File: config.mk
export PLATFORM = sky130hd
export DESIGN_NAME = dsp_adpcm_frame_decoder_flat
export DESIGN_NICKNAME = d
export VERILOG_FILES = /design/src/rtl/adpcm_pkg.sv /design/src/rtl/adpcm_in_if.sv /design/src/rtl/adpcm_out_if.sv /design/src/rtl/adpcm_mac.sv /design/src/rtl/adpcm_ctl.sv /design/src/rtl/dsp_adpcm_frame_decoder.sv /design/src/flat_wrapper.sv
export VERILOG_INCLUDE_DIRS = /design/src /design/src/rtl
export SDC_FILE = /design/constraint.sdc
export NUM_CORES = 2
export LEC_CHECK = 0
export BUFFER_PORTS_ARGS = -buffer_cell sky130_fd_sc_hd__buf_4
export CORE_MARGIN = 10
export CORE_UTILIZATION = 45
export CTS_CLUSTER_SIZE = 30
export DETAILED_ROUTE_END_ITERATION = 7
export GPL_ROUTABILITY_DRIVEN = 0
export SLEW_MARGIN = 40
export SYNTH_ARGS = -nofsm -noshare
export SYNTH_HDL_FRONTEND = slang
export SYNTH_HIERARCHICAL = 1
export SYNTH_SLANG_ARGS = --single-unit
File: constraint.sdc
create_clock -name i_clk -period 17.05 [get_ports i_clk]
set_clock_uncertainty 0.2 [all_clocks]
set_input_delay 3.41 -clock i_clk [delete_from_list [all_inputs] [get_ports i_clk]]
set_output_delay 3.41 -clock i_clk [all_outputs]
set_load 0.02 [all_outputs]
File: src/rtl/dsp_adpcm_frame_decoder_assert.svh
// assertion macros for the adpcm frame decoder
// used by the top level only, needs no package
`ifndef DSP_ADPCM_FRAME_DECODER_ASSERT_SVH
`define DSP_ADPCM_FRAME_DECODER_ASSERT_SVH

// same-cycle implication, checked out of reset
`define ADPCM_ASSERT_NOW(label, clk, rst_n, ante, cons) \
    label: assert property (@(posedge clk) disable iff (!(rst_n)) (ante) |-> (cons)) \
        else $error("adpcm assertion failed");

// next-cycle implication, checked out of reset
`define ADPCM_ASSERT_NEXT(label, clk, rst_n, ante, cons) \
    label: assert property (@(posedge clk) disable iff (!(rst_n)) (ante) |=> (cons)) \
        else $error("adpcm assertion failed");

`endif

File: src/rtl/adpcm_pkg.sv
// shared constants and types of the adpcm frame decoder
// no dependencies; imported by the interfaces and all modules
`default_nettype none

package adpcm_pkg;

    localparam int HDR_W      = 8;
    localparam int PAY_W      = 56;
    localparam int IDX_W      = 4;
    localparam int NIB_W      = 4;
    localparam int SCALE_W    = 4;
    localparam int PCM_W      = 16;
    localparam int COEF_W     = 16;
    localparam int PAIR_W     = 32;
    localparam int NUM_PAIRS  = 8;
    localparam int PAIR_SEL_W = 3;
    localparam int CFG_IDX_W  = 4;
    localparam int SAMPLES    = 14;
    localparam int ACC_W      = 34;
    localparam int FRAC_BITS  = 11;
    localparam int ROUND_BIAS = 1024;
    localparam int SHIFT_W    = 5;
    localparam int Q_W        = ACC_W - FRAC_BITS;

    typedef logic [PAIR_W-1:0] t_pair;

    typedef enum logic [1:0] {
        ST_IDLE,
        ST_MUL1,
        ST_MUL2,
        ST_EMIT
    } t_state;

    // control word from the sequencer to the shared multiply-accumulate unit
    typedef struct packed {
        logic en;      // update the accumulator
        logic load;    // start from the nibble term instead of the accumulator
        logic second;  // use c2 * older history instead of c1 * recent history
    } t_mac_ctl;

endpackage

`default_nettype wire

File: src/rtl/adpcm_in_if.sv
// frame input channel of the adpcm frame decoder
// depends on adpcm_pkg
`default_nettype none

interface adpcm_in_if import adpcm_pkg::*; ();
    logic                 valid;
    logic                 ready;
    logic [HDR_W-1:0]     frame_header;
    logic [PAY_W-1:0]     frame_payload;
    logic [IDX_W-1:0]     start_index;
    logic [IDX_W-1:0]     num_samples;
    logic                 clear_history;

    modport source (
        output valid, frame_header, frame_payload, start_index, num_samples, clear_history,
        input  ready
    );
    modport sink (
        input  valid, frame_header, frame_payload, start_index, num_samples, clear_history,
        output ready
    );
endinterface

`default_nettype wire

File: src/rtl/adpcm_out_if.sv
// sample output channel of the adpcm frame decoder
// depends on adpcm_pkg
`default_nettype none

interface adpcm_out_if import adpcm_pkg::*; ();
    logic                    valid;
    logic                    ready;
    logic signed [PCM_W-1:0] pcm_sample;
    logic                    last_of_frame;

    modport source (
        output valid, pcm_sample, last_of_frame,
        input  ready
    );
    modport sink (
        input  valid, pcm_sample, last_of_frame,
        output ready
    );
endinterface

`default_nettype wire

File: src/rtl/adpcm_mac.sv
// shared 16x16 signed multiply-accumulate unit of the adpcm decoder
// depends on adpcm_pkg
`default_nettype none

module adpcm_mac import adpcm_pkg::*; (
    input  logic                    i_clk,
    input  t_mac_ctl                i_ctl,
    input  logic signed [COEF_W-1:0] i_c1,
    input  logic signed [COEF_W-1:0] i_c2,
    input  logic signed [PCM_W-1:0]  i_h1,
    input  logic signed [PCM_W-1:0]  i_h2,
    input  logic signed [ACC_W-1:0]  i_base,
    output logic signed [ACC_W-1:0]  o_acc
);

    logic signed [COEF_W-1:0]       w_a;
    logic signed [PCM_W-1:0]        w_b;
    logic signed [COEF_W+PCM_W-1:0] w_prod;
    logic signed [ACC_W-1:0]        w_addend;
    logic signed [ACC_W-1:0]        n_acc;
    logic signed [ACC_W-1:0]        r_acc;

    always_comb begin
        w_a      = i_ctl.second ? i_c2 : i_c1;
        w_b      = i_ctl.second ? i_h2 : i_h1;
        w_prod   = w_a * w_b;
        w_addend = i_ctl.load ? i_base : r_acc;
        n_acc    = w_addend + ACC_W'(w_prod);
    end

    always_ff @(posedge i_clk) begin
        if (i_ctl.en) begin
            r_acc <= n_acc;
        end
    end

    assign o_acc = r_acc;

endmodule

`default_nettype wire

File: src/rtl/adpcm_ctl.sv
// sample sequencer of the adpcm decoder: frame latch, history, clamp, output register
// depends on adpcm_pkg, adpcm_in_if, adpcm_out_if; drives adpcm_mac
`default_nettype none

module adpcm_ctl import adpcm_pkg::*; (
    input  logic                     i_clk,
    input  logic                     i_rst_n,
    adpcm_in_if.sink                 i_in,
    adpcm_out_if.source              o_out,
    input  t_pair                    i_coef [NUM_PAIRS],
    input  logic signed [ACC_W-1:0]  i_acc,
    output t_mac_ctl                 o_mac_ctl,
    output logic signed [COEF_W-1:0] o_c1,
    output logic signed [COEF_W-1:0] o_c2,
    output logic signed [PCM_W-1:0]  o_h1,
    output logic signed [PCM_W-1:0]  o_h2,
    output logic signed [ACC_W-1:0]  o_base
);

    t_state                   r_state, n_state;
    logic [PAY_W-1:0]         r_pay;
    logic [SCALE_W-1:0]       r_scale;
    logic signed [COEF_W-1:0] r_c1, r_c2;
    logic [IDX_W-1:0]         r_idx, r_end;
    logic signed [PCM_W-1:0]  r_h1, r_h2;
    logic                     r_out_valid;
    logic signed [PCM_W-1:0]  r_pcm;
    logic                     r_last;

    logic                     w_accept;
    logic                     w_active;
    logic [IDX_W:0]           w_sum;
    logic [IDX_W-1:0]         w_end;
    t_pair                    w_pair;
    logic [PAY_W-1:0]         w_pay_sh;
    logic signed [NIB_W-1:0]  w_nib;
    logic signed [ACC_W-1:0]  w_nib_ext;
    logic [SHIFT_W-1:0]       w_shamt;
    logic signed [Q_W-1:0]    w_q;
    logic signed [PCM_W-1:0]  w_pcm;
    logic                     w_last;
    logic                     w_out_free;
    logic                     w_emit;

    // frame bookkeeping at accept
    always_comb begin
        w_accept = i_in.valid && i_in.ready;
        w_sum    = {1'b0, i_in.start_index} + {1'b0, i_in.num_samples};
        w_end    = (w_sum > (IDX_W+1)'(SAMPLES)) ? IDX_W'(SAMPLES) : w_sum[IDX_W-1:0];
        w_active = (i_in.start_index < IDX_W'(SAMPLES)) && (i_in.num_samples != '0);
        w_pair   = i_coef[i_in.frame_header[PAIR_SEL_W+SCALE_W-1:SCALE_W]];
    end

    // nibble term plus rounding bias
    always_comb begin
        w_pay_sh  = r_pay << {r_idx, 2'b00};
        w_nib     = w_pay_sh[PAY_W-1 -: NIB_W];
        w_nib_ext = ACC_W'(w_nib);
        w_shamt   = {1'b0, r_scale} + SHIFT_W'(FRAC_BITS);
        o_base    = (w_nib_ext <<< w_shamt) + ACC_W'(ROUND_BIAS);
    end

    // floor shift and saturate to 16 bits
    always_comb begin
        w_q = i_acc[ACC_W-1:FRAC_BITS];
        if ((&w_q[Q_W-1:PCM_W-1]) || !(|w_q[Q_W-1:PCM_W-1])) begin
            w_pcm = w_q[PCM_W-1:0];
        end else begin
            w_pcm = {w_q[Q_W-1], {(PCM_W-1){~w_q[Q_W-1]}}};
        end
        w_last = ({1'b0, r_idx} + (IDX_W+1)'(1)) == {1'b0, r_end};
    end

    assign w_out_free = !r_out_valid || o_out.ready;

    always_comb begin
        n_state   = r_state;
        o_mac_ctl = '0;
        w_emit    = 1'b0;
        case (r_state)
            ST_IDLE: begin
                if (w_accept && w_active) begin
                    n_state = ST_MUL1;
                end
            end
            ST_MUL1: begin
                o_mac_ctl.en   = 1'b1;
                o_mac_ctl.load = 1'b1;
                n_state        = ST_MUL2;
            end
            ST_MUL2: begin
                o_mac_ctl.en     = 1'b1;
                o_mac_ctl.second = 1'b1;
                n_state          = ST_EMIT;
            end
            ST_EMIT: begin
                if (w_out_free) begin
                    w_emit  = 1'b1;
                    n_state = w_last ? ST_IDLE : ST_MUL1;
                end
            end
            default: begin
                n_state = ST_IDLE;
            end
        endcase
    end

    always_ff @(posedge i_clk) begin
        if (!i_rst_n) begin
            r_state <= ST_IDLE;
        end else begin
            r_state <= n_state;
        end
    end

    always_ff @(posedge i_clk) begin
        if (!i_rst_n) begin
            r_h1        <= '0;
            r_h2        <= '0;
            r_out_valid <= 1'b0;
        end else begin
            if (w_accept && i_in.clear_history) begin
                r_h1 <= '0;
                r_h2 <= '0;
            end else if (w_emit) begin
                r_h2 <= r_h1;
                r_h1 <= w_pcm;
            end
            if (w_emit) begin
                r_out_valid <= 1'b1;
            end else if (o_out.ready) begin
                r_out_valid <= 1'b0;
            end
        end
    end

    always_ff @(posedge i_clk) begin
        if (w_accept) begin
            r_pay   <= i_in.frame_payload;
            r_scale <= i_in.frame_header[SCALE_W-1:0];
            r_c1    <= w_pair[PAIR_W-1:COEF_W];
            r_c2    <= w_pair[COEF_W-1:0];
            r_idx   <= i_in.start_index;
            r_end   <= w_end;
        end else if (w_emit) begin
            r_idx <= r_idx + IDX_W'(1);
        end
        if (w_emit) begin
            r_pcm  <= w_pcm;
            r_last <= w_last;
        end
    end

    assign i_in.ready          = (r_state == ST_IDLE);
    assign o_out.valid         = r_out_valid;
    assign o_out.pcm_sample    = r_pcm;
    assign o_out.last_of_frame = r_last;
    assign o_c1                = r_c1;
    assign o_c2                = r_c2;
    assign o_h1                = r_h1;
    assign o_h2                = r_h2;

endmodule

`default_nettype wire

File: src/rtl/dsp_adpcm_frame_decoder.sv
// one-channel adpcm frame decoder: coefficient registers, sequencer, shared mac
// depends on adpcm_pkg, adpcm_in_if, adpcm_out_if, adpcm_ctl, adpcm_mac,
// dsp_adpcm_frame_decoder_assert.svh
//
// usage
// - input channel i_in: one beat is one 8-byte frame (header, 56-bit payload)
//   plus start index, sample count and a clear-history flag
// - output channel o_out: one beat per decoded 16-bit sample, last_of_frame
//   marks the final sample of a frame
// - coefficient pairs are written through i_cfg_we / i_cfg_index / i_cfg_data
//   only while the block is idle, a rule for the user that the block does not
//   enforce; indexes past the eighth pair are dropped
// - each sample takes two passes through the single 16x16 multiply-accumulate
//   unit (c1 * recent, c2 * older) and one clamp/emit step; the input closes
//   after a beat that has samples to emit, ready returns after the last emit
// - a frame that emits nothing (start past the end or zero count) keeps the
//   input ready and only applies the history clear
// - a stalled receiver holds the emit step; the output register keeps its beat
//   and the decoder resumes when it drains
// - synchronous reset clears the coefficients, both history samples and the
//   output valid
`default_nettype none

`include "dsp_adpcm_frame_decoder_assert.svh"

module dsp_adpcm_frame_decoder import adpcm_pkg::*; (
    input  logic                 i_clk,
    input  logic                 i_rst_n,
    adpcm_in_if.sink             i_in,
    adpcm_out_if.source          o_out,
    input  logic                 i_cfg_we,
    input  logic [CFG_IDX_W-1:0] i_cfg_index,
    input  logic [PAIR_W-1:0]    i_cfg_data
);

    // coefficient pair registers
    t_pair r_coef [NUM_PAIRS];

    // sequencer to mac wiring
    t_mac_ctl                 w_mac_ctl;
    logic signed [COEF_W-1:0] w_c1, w_c2;
    logic signed [PCM_W-1:0]  w_h1, w_h2;
    logic signed [ACC_W-1:0]  w_base;
    logic signed [ACC_W-1:0]  w_acc;

    // input handshake terms for the checks
    logic                     w_in_beat;
    logic                     w_in_empty;

    always_ff @(posedge i_clk) begin
        if (!i_rst_n) begin
            for (int k = 0; k < NUM_PAIRS; k++) begin
                r_coef[k] <= '0;
            end
        end else if (i_cfg_we && (i_cfg_index < CFG_IDX_W'(NUM_PAIRS))) begin
            r_coef[i_cfg_index[PAIR_SEL_W-1:0]] <= i_cfg_data;
        end
    end

    adpcm_ctl u_ctl (
        .i_clk     (i_clk),
        .i_rst_n   (i_rst_n),
        .i_in      (i_in),
        .o_out     (o_out),
        .i_coef    (r_coef),
        .i_acc     (w_acc),
        .o_mac_ctl (w_mac_ctl),
        .o_c1      (w_c1),
        .o_c2      (w_c2),
        .o_h1      (w_h1),
        .o_h2      (w_h2),
        .o_base    (w_base)
    );

    adpcm_mac u_mac (
        .i_clk  (i_clk),
        .i_ctl  (w_mac_ctl),
        .i_c1   (w_c1),
        .i_c2   (w_c2),
        .i_h1   (w_h1),
        .i_h2   (w_h2),
        .i_base (w_base),
        .o_acc  (w_acc)
    );

    assign w_in_beat  = i_in.valid && i_in.ready;
    assign w_in_empty = (i_in.start_index >= IDX_W'(SAMPLES)) || (i_in.num_samples == '0);

    // a frame with nothing to emit leaves the input open
    `ADPCM_ASSERT_NEXT(a_empty_frame_ready, i_clk, i_rst_n, w_in_beat && w_in_empty, i_in.ready)

    // a frame with work closes the input in the next cycle
    `ADPCM_ASSERT_NEXT(a_busy_after_frame, i_clk, i_rst_n, w_in_beat && !w_in_empty, !i_in.ready)

    // a pending mid-frame sample means the frame is still in progress
    `ADPCM_ASSERT_NOW(a_mid_frame_busy, i_clk, i_rst_n, o_out.valid && !o_out.last_of_frame, !i_in.ready)

endmodule

`default_nettype wire

File: src/flat_wrapper.sv
// flat-port wrapper written by rule: the top's interface ports become plain ports
module dsp_adpcm_frame_decoder_flat import adpcm_pkg::*;
  (i_clk, i_rst_n, i_cfg_we, i_cfg_index, i_cfg_data, i_in_valid, i_in_frame_header, i_in_frame_payload, i_in_start_index, i_in_num_samples, i_in_clear_history, i_in_ready, o_out_valid, o_out_pcm_sample, o_out_last_of_frame, o_out_ready);
  adpcm_in_if i_in_i ();
  adpcm_out_if o_out_i ();
  input  logic i_clk;
  input  logic i_rst_n;
  input  logic i_cfg_we;
  input  logic [CFG_IDX_W-1:0] i_cfg_index;
  input  logic [PAIR_W-1:0] i_cfg_data;
  input wire logic [$bits(i_in_i.valid)-1:0] i_in_valid;
  input wire logic [$bits(i_in_i.frame_header)-1:0] i_in_frame_header;
  input wire logic [$bits(i_in_i.frame_payload)-1:0] i_in_frame_payload;
  input wire logic [$bits(i_in_i.start_index)-1:0] i_in_start_index;
  input wire logic [$bits(i_in_i.num_samples)-1:0] i_in_num_samples;
  input wire logic [$bits(i_in_i.clear_history)-1:0] i_in_clear_history;
  output wire logic [$bits(i_in_i.ready)-1:0] i_in_ready;
  output wire logic [$bits(o_out_i.valid)-1:0] o_out_valid;
  output wire logic [$bits(o_out_i.pcm_sample)-1:0] o_out_pcm_sample;
  output wire logic [$bits(o_out_i.last_of_frame)-1:0] o_out_last_of_frame;
  input wire logic [$bits(o_out_i.ready)-1:0] o_out_ready;
  assign i_in_i.valid = i_in_valid;
  assign i_in_i.frame_header = i_in_frame_header;
  assign i_in_i.frame_payload = i_in_frame_payload;
  assign i_in_i.start_index = i_in_start_index;
  assign i_in_i.num_samples = i_in_num_samples;
  assign i_in_i.clear_history = i_in_clear_history;
  assign i_in_ready = i_in_i.ready;
  assign o_out_valid = o_out_i.valid;
  assign o_out_pcm_sample = o_out_i.pcm_sample;
  assign o_out_last_of_frame = o_out_i.last_of_frame;
  assign o_out_i.ready = o_out_ready;
  dsp_adpcm_frame_decoder u_core (.i_clk(i_clk), .i_rst_n(i_rst_n), .i_in(i_in_i), .o_out(o_out_i), .i_cfg_we(i_cfg_we), .i_cfg_index(i_cfg_index), .i_cfg_data(i_cfg_data));
endmodule
==> Flow_metrics.wiki <==
{| class="wikitable"
! Metric !! Value
|-
| Worst-path clk slew || 60 ps
|-
| Compound-Gate Fraction of Synth Area || 4.683%
|-
| Leading area contributor after synthesis || sky130_fd_sc_hd__fa_1
|-
| Diodes inserted || 0
|-
| FF-to-FF setup slack || 8010 ps
|-
| Number of buffers added to fix hold violations after cts || 0
|-
| Worst path required time || 17,180 ps
|-
| Total clock sinks || 442
|-
| Highest clock frequency the design can meet || 110.6 MHz
|-
| Post-placement worst setup slack || 8053 ps
|-
| Antenna violations before repair || 0
|-
| Area of the die || 0.07938 sq mm
|-
| Type of the setup path with the least slack || register to register
|-
| Post-Synthesis Mean Instance Area || 10.65 sq um
|-
| Worst reg-to-reg path cell count || 30
|-
| Sort of element at the start of the critical path || register
|-
| Final worst path period share || 53.01%
|-
| Final Hold Viols || 0
|-
| Global-route wire length before repair || 123.8 mm
|-
| Maximum number of pins on one net before global-route repair || 127
|-
| Worst Setup Slack, final || 8012 ps
|-
| Max Root-Sink Buffers || 3
|-
| Least-Margin Pin Slew || 888.6 ps
|-
| CTS Root Buffer Type || sky130_fd_sc_hd__clkbuf_16
|-
| Arrival time at the worst endpoint || 9170 ps
|-
| Worst-path maximum fanout || 22
|-
| Post-synthesis share of cell area spent on full adders, half adders and majority gates || 24.46%
|-
| Setup repair after global routing missed its margin || false
|-
| Share of synthesized registers carrying an async set or reset || 0%
|-
| Run status || finished clean
|-
| Cell type with the highest occurrence count on the critical path || sky130_fd_sc_hd__fa_1
|-
| Area of placed instances || 0.03255 sq mm
|-
| Flop pwr share || 30.0%
|-
| Via-to-Cell Ratio || 5.385
|-
| CP max stage delay || 540 ps
|-
| Number of buffers inserted by post-CTS setup repair || 0
|-
| Max-slew violation count || 0
|-
| Number of I/O pins || 133
|-
| Hpwl dp || 56.36 mm
|-
| Total of buffers placed on input and output ports || 131
|-
| Basic-gate share of the synthesized area counting and, or, nand and nor cells || 10.26%
|-
| Top cells by count, synth || 535 x sky130_fd_sc_hd__nand2_1, 361 x sky130_fd_sc_hd__inv_1, 306 x sky130_fd_sc_hd__fa_1
|-
| Switch Pwr || 1865 uW
|-
| Number of global-route vias before repair || 22,548
|-
| CP top delay family || adder cells
|-
| Reg-to-reg endpoint || u_core/u_mac/o_acc[30]$_DFFE_PP_
|-
| Flip-flop and latch count after synthesis || 442
|-
| Static leakage || 0.01490 uW
|-
| Crit path buf inv count || 4
|-
| Area share of the leading cell type in the synthesized netlist || 19.87%
|-
| Count of standard-cell rows || 95
|-
| Multiplexer area fraction after synthesis || 18.66%
|-
| Setup violation total in the final timing report || 0
|-
| Worst-case vdd ir drop || 0.00009103 V
|-
| Clock latency at the later pin of the worst-skew pair || 620 ps
|-
| Cell total after placement || 3,786
|-
| Maximum level of the CTS H-tree || 2
|-
| Startpoint of the most critical setup path || u_core/u_ctl/r_idx[0]$_DFFE_PP_
|-
| Final critical delay including setup and external delays || 9038 ps
|-
| Post-synth top flop || sky130_fd_sc_hd__dfxtp_1
|-
| Via count of the routed design || 20,893
|-
| Final wirelength || 77.17 mm
|-
| Residual antenna-violating net count after detailed routing || 0
|-
| Fraction of layout cells with a size suffix above 1 || 15.26%
|-
| Signed area change from the synthesized netlist to the final layout || 10.93%
|-
| DRC violations left || 0
|-
| Inserted Clock Buffers || 49
|-
| Die X-Extent || 281.7 um
|-
| Netlist area before placement || 0.03083 sq mm
|-
| Average wire per standard cell || 19.89 um
|-
| Largest family of logic cells by synthesized area || adder cells
|-
| Overall fraction of global-route tracks in use || 19.70%
|-
| Crit Reg-Reg Startpoint || u_core/u_ctl/r_idx[0]$_DFFE_PP_
|-
| Initial core utilization || 45.66%
|-
| Share of the yosys chip area belonging to registers || 33.60%
|-
| Area share of xor/xnor cells in the synthesized design || 1.534%
|-
| Sum of negative setup slack || 0 ps
|-
| Number of maximum-capacitance violations || 0
|-
| Tightest hold margin || 254.2 ps
|-
| Sw Share || 40.51%
|-
| Number of synthesized flops with an enable pin || 151
|-
| Class of the worst hold path || register to register
|-
| Remaining global-route overflow || 0
|-
| Worst setup path endpoint || u_core/u_mac/o_acc[30]$_DFFE_PP_
|-
| Post-CTS resize count || 0
|-
| Library cell with the highest instance count after synthesis || sky130_fd_sc_hd__nand2_1
|-
| Y dimension of the die || 281.7 um
|-
| Cell Pwr Density || 134.6 mW/mm^2
|-
| Synthesized instance count || 2,896
|-
| Combinational power share || 47.4%
|-
| Worst setup EP type || register
|-
| Share of total power in the clock network || 22.6%
|-
| Internal portion of total power || 2739 uW
|-
| Critical-path cell with the highest stage delay || sky130_fd_sc_hd__mux4_2
|-
| Cell types occupying the most area after synthesis || sky130_fd_sc_hd__fa_1 20%, sky130_fd_sc_hd__dfxtp_1 19%, sky130_fd_sc_hd__edfxtp_1 15%
|-
| Relative slew margins || 39.06%
|-
| Drt initial violations || 1,448
|-
| CTS tree || done
|-
| Levels on crit path || 30
|-
| Final net count || 3,499
|-
| Final standard cell count with taps included and fillers excluded || 3,880
|-
| Number of distinct library cells after synthesis || 80
|-
| Number of search-and-repair iterations in the first detailed-routing pass || 8
|-
| Core area || 0.06751 sq mm
|-
| Area of all placed cells without fillers || 0.03420 sq mm
|-
| Syn. warnings || 6
|}
## cells by family (layout without fill, tap and decap cells)
kind of cell	Yosys count	count (layout)
flops	442	442
simple gates	778	778
mux	473	473
buf+inv	508	616
fa+ha+maj	419	419
compound gates	221	221
xor+xnor	54	54
other cells	1	4
## registers in the layout, indices dropped and copies added, names as in the netlist
signal,flops
u_core/r_coef,256
u_core/u_ctl/r_pay,56
u_core/u_mac/o_acc,34
u_core/u_ctl/o_c1,16
u_core/u_ctl/o_c2,16
u_core/u_ctl/o_h1,16
u_core/u_ctl/o_h2,16
u_core/u_ctl/o_out.pcm_sample,16
u_core/u_ctl/r_end,4
u_core/u_ctl/r_idx,4
u_core/u_ctl/r_scale,4
u_core/u_ctl/r_state,2
u_core/u_ctl/o_out.last_of_frame,1
u_core/u_ctl/o_out.valid,1
## worst min-delay path: stages (launching register included)
cell and delay [ps]:
sky130_fd_sc_hd__dfxtp_1 310, sky130_fd_sc_hd__nand2_1 50, sky130_fd_sc_hd__mux2i_1 50
## how the worst min path moves through the flow
stage                                                  from  slack, ps  depth (start not counted)                                end
after floorplan              u_core/r_coef[32]$_SDFFE_PN0P_        230                          2     u_core/r_coef[32]$_SDFFE_PN0P_
after global placement    u_core/u_ctl/o_h2[8]$_SDFFE_PP0P_        240                          2  u_core/u_ctl/o_h2[8]$_SDFFE_PP0P_
after detailed placement     u_core/r_coef[37]$_SDFFE_PN0P_        240                          2     u_core/r_coef[37]$_SDFFE_PN0P_
after CTS                    u_core/r_coef[24]$_SDFFE_PN0P_        260                          2     u_core/r_coef[24]$_SDFFE_PN0P_
after global routing        u_core/r_coef[140]$_SDFFE_PN0P_        270                          2    u_core/r_coef[140]$_SDFFE_PN0P_
final                        u_core/r_coef[53]$_SDFFE_PN0P_        250                          2     u_core/r_coef[53]$_SDFFE_PN0P_
## power by group through the flow
| stage | Combinational (uW) | Clock (uW) | Sequential [uW] |
|---|---|---|---|
| 4_1_cts | 2170 | 1060 | 1390 |
| 3_5_place_dp | 2160 | 0 | 1410 |
| 6_report | 2180 | 1040 | 1380 |
| 3_3_place_gp | 2100 | 0 | 1400 |
| 5_1_grt | 2450 | 1100 | 1400 |
| 2_1_floorplan | 1610 | 0 | 1380 |
## routing by layer
metal / global-route usage [%] / vias to the layer above / part of all wire (%)
met5: 0 / - / 0
met1: 25.43 / 10514 / 43
met2: 33.58 / 568 / 49
met4: 6.554 / 0 / 3.1
met3: 2.844 / 134 / 5.0
li1: - / 9677 / -
## layout by cell type, fill, tap and decap left out, types with 30 or more instances in the layout
cell type	n
sky130_fd_sc_hd__nand2_1	534
sky130_fd_sc_hd__mux2i_1	284
sky130_fd_sc_hd__dfxtp_1	291
sky130_fd_sc_hd__o21ai_0	30
sky130_fd_sc_hd__ha_1	112
sky130_fd_sc_hd__nor2_1	151
sky130_fd_sc_hd__mux2_2	102
sky130_fd_sc_hd__inv_1	360
sky130_fd_sc_hd__clkbuf_16	49
sky130_fd_sc_hd__xnor2_1	38
sky130_fd_sc_hd__buf_4	153
sky130_fd_sc_hd__a21o_1	31
sky130_fd_sc_hd__mux4_2	69
sky130_fd_sc_hd__fa_1	305
sky130_fd_sc_hd__a21oi_1	79
sky130_fd_sc_hd__edfxtp_1	151
## cell type report
type | instances | area, sq um
Tap cell | 873 | 1092
Sequential cell | 442 | 10360
Multi-Input combinational cell | 1949 | 18510
Timing Repair Buffer | 162 | 1286
Fill cell | 6055 | 33320
Clock buffer | 56 | 1262
Inverter | 362 | 1361
Clock inverter | 36 | 322.8
## metrics by stage
| stage | power [uW] | utilization [%] |
|---|---|---|
| 2_1_floorplan | 2981 | - |
| 3_3_place_gp | 3495 | 48.05 |
| 3_5_place_dp | 3569 | 48.21 |
| 4_1_cts | 4625 | 50.56 |
| 5_1_grt | 4946 | 50.65 |
| 6_report | 4604 | 50.65 |
Note: power is estimated with default switching activity, not from simulation.
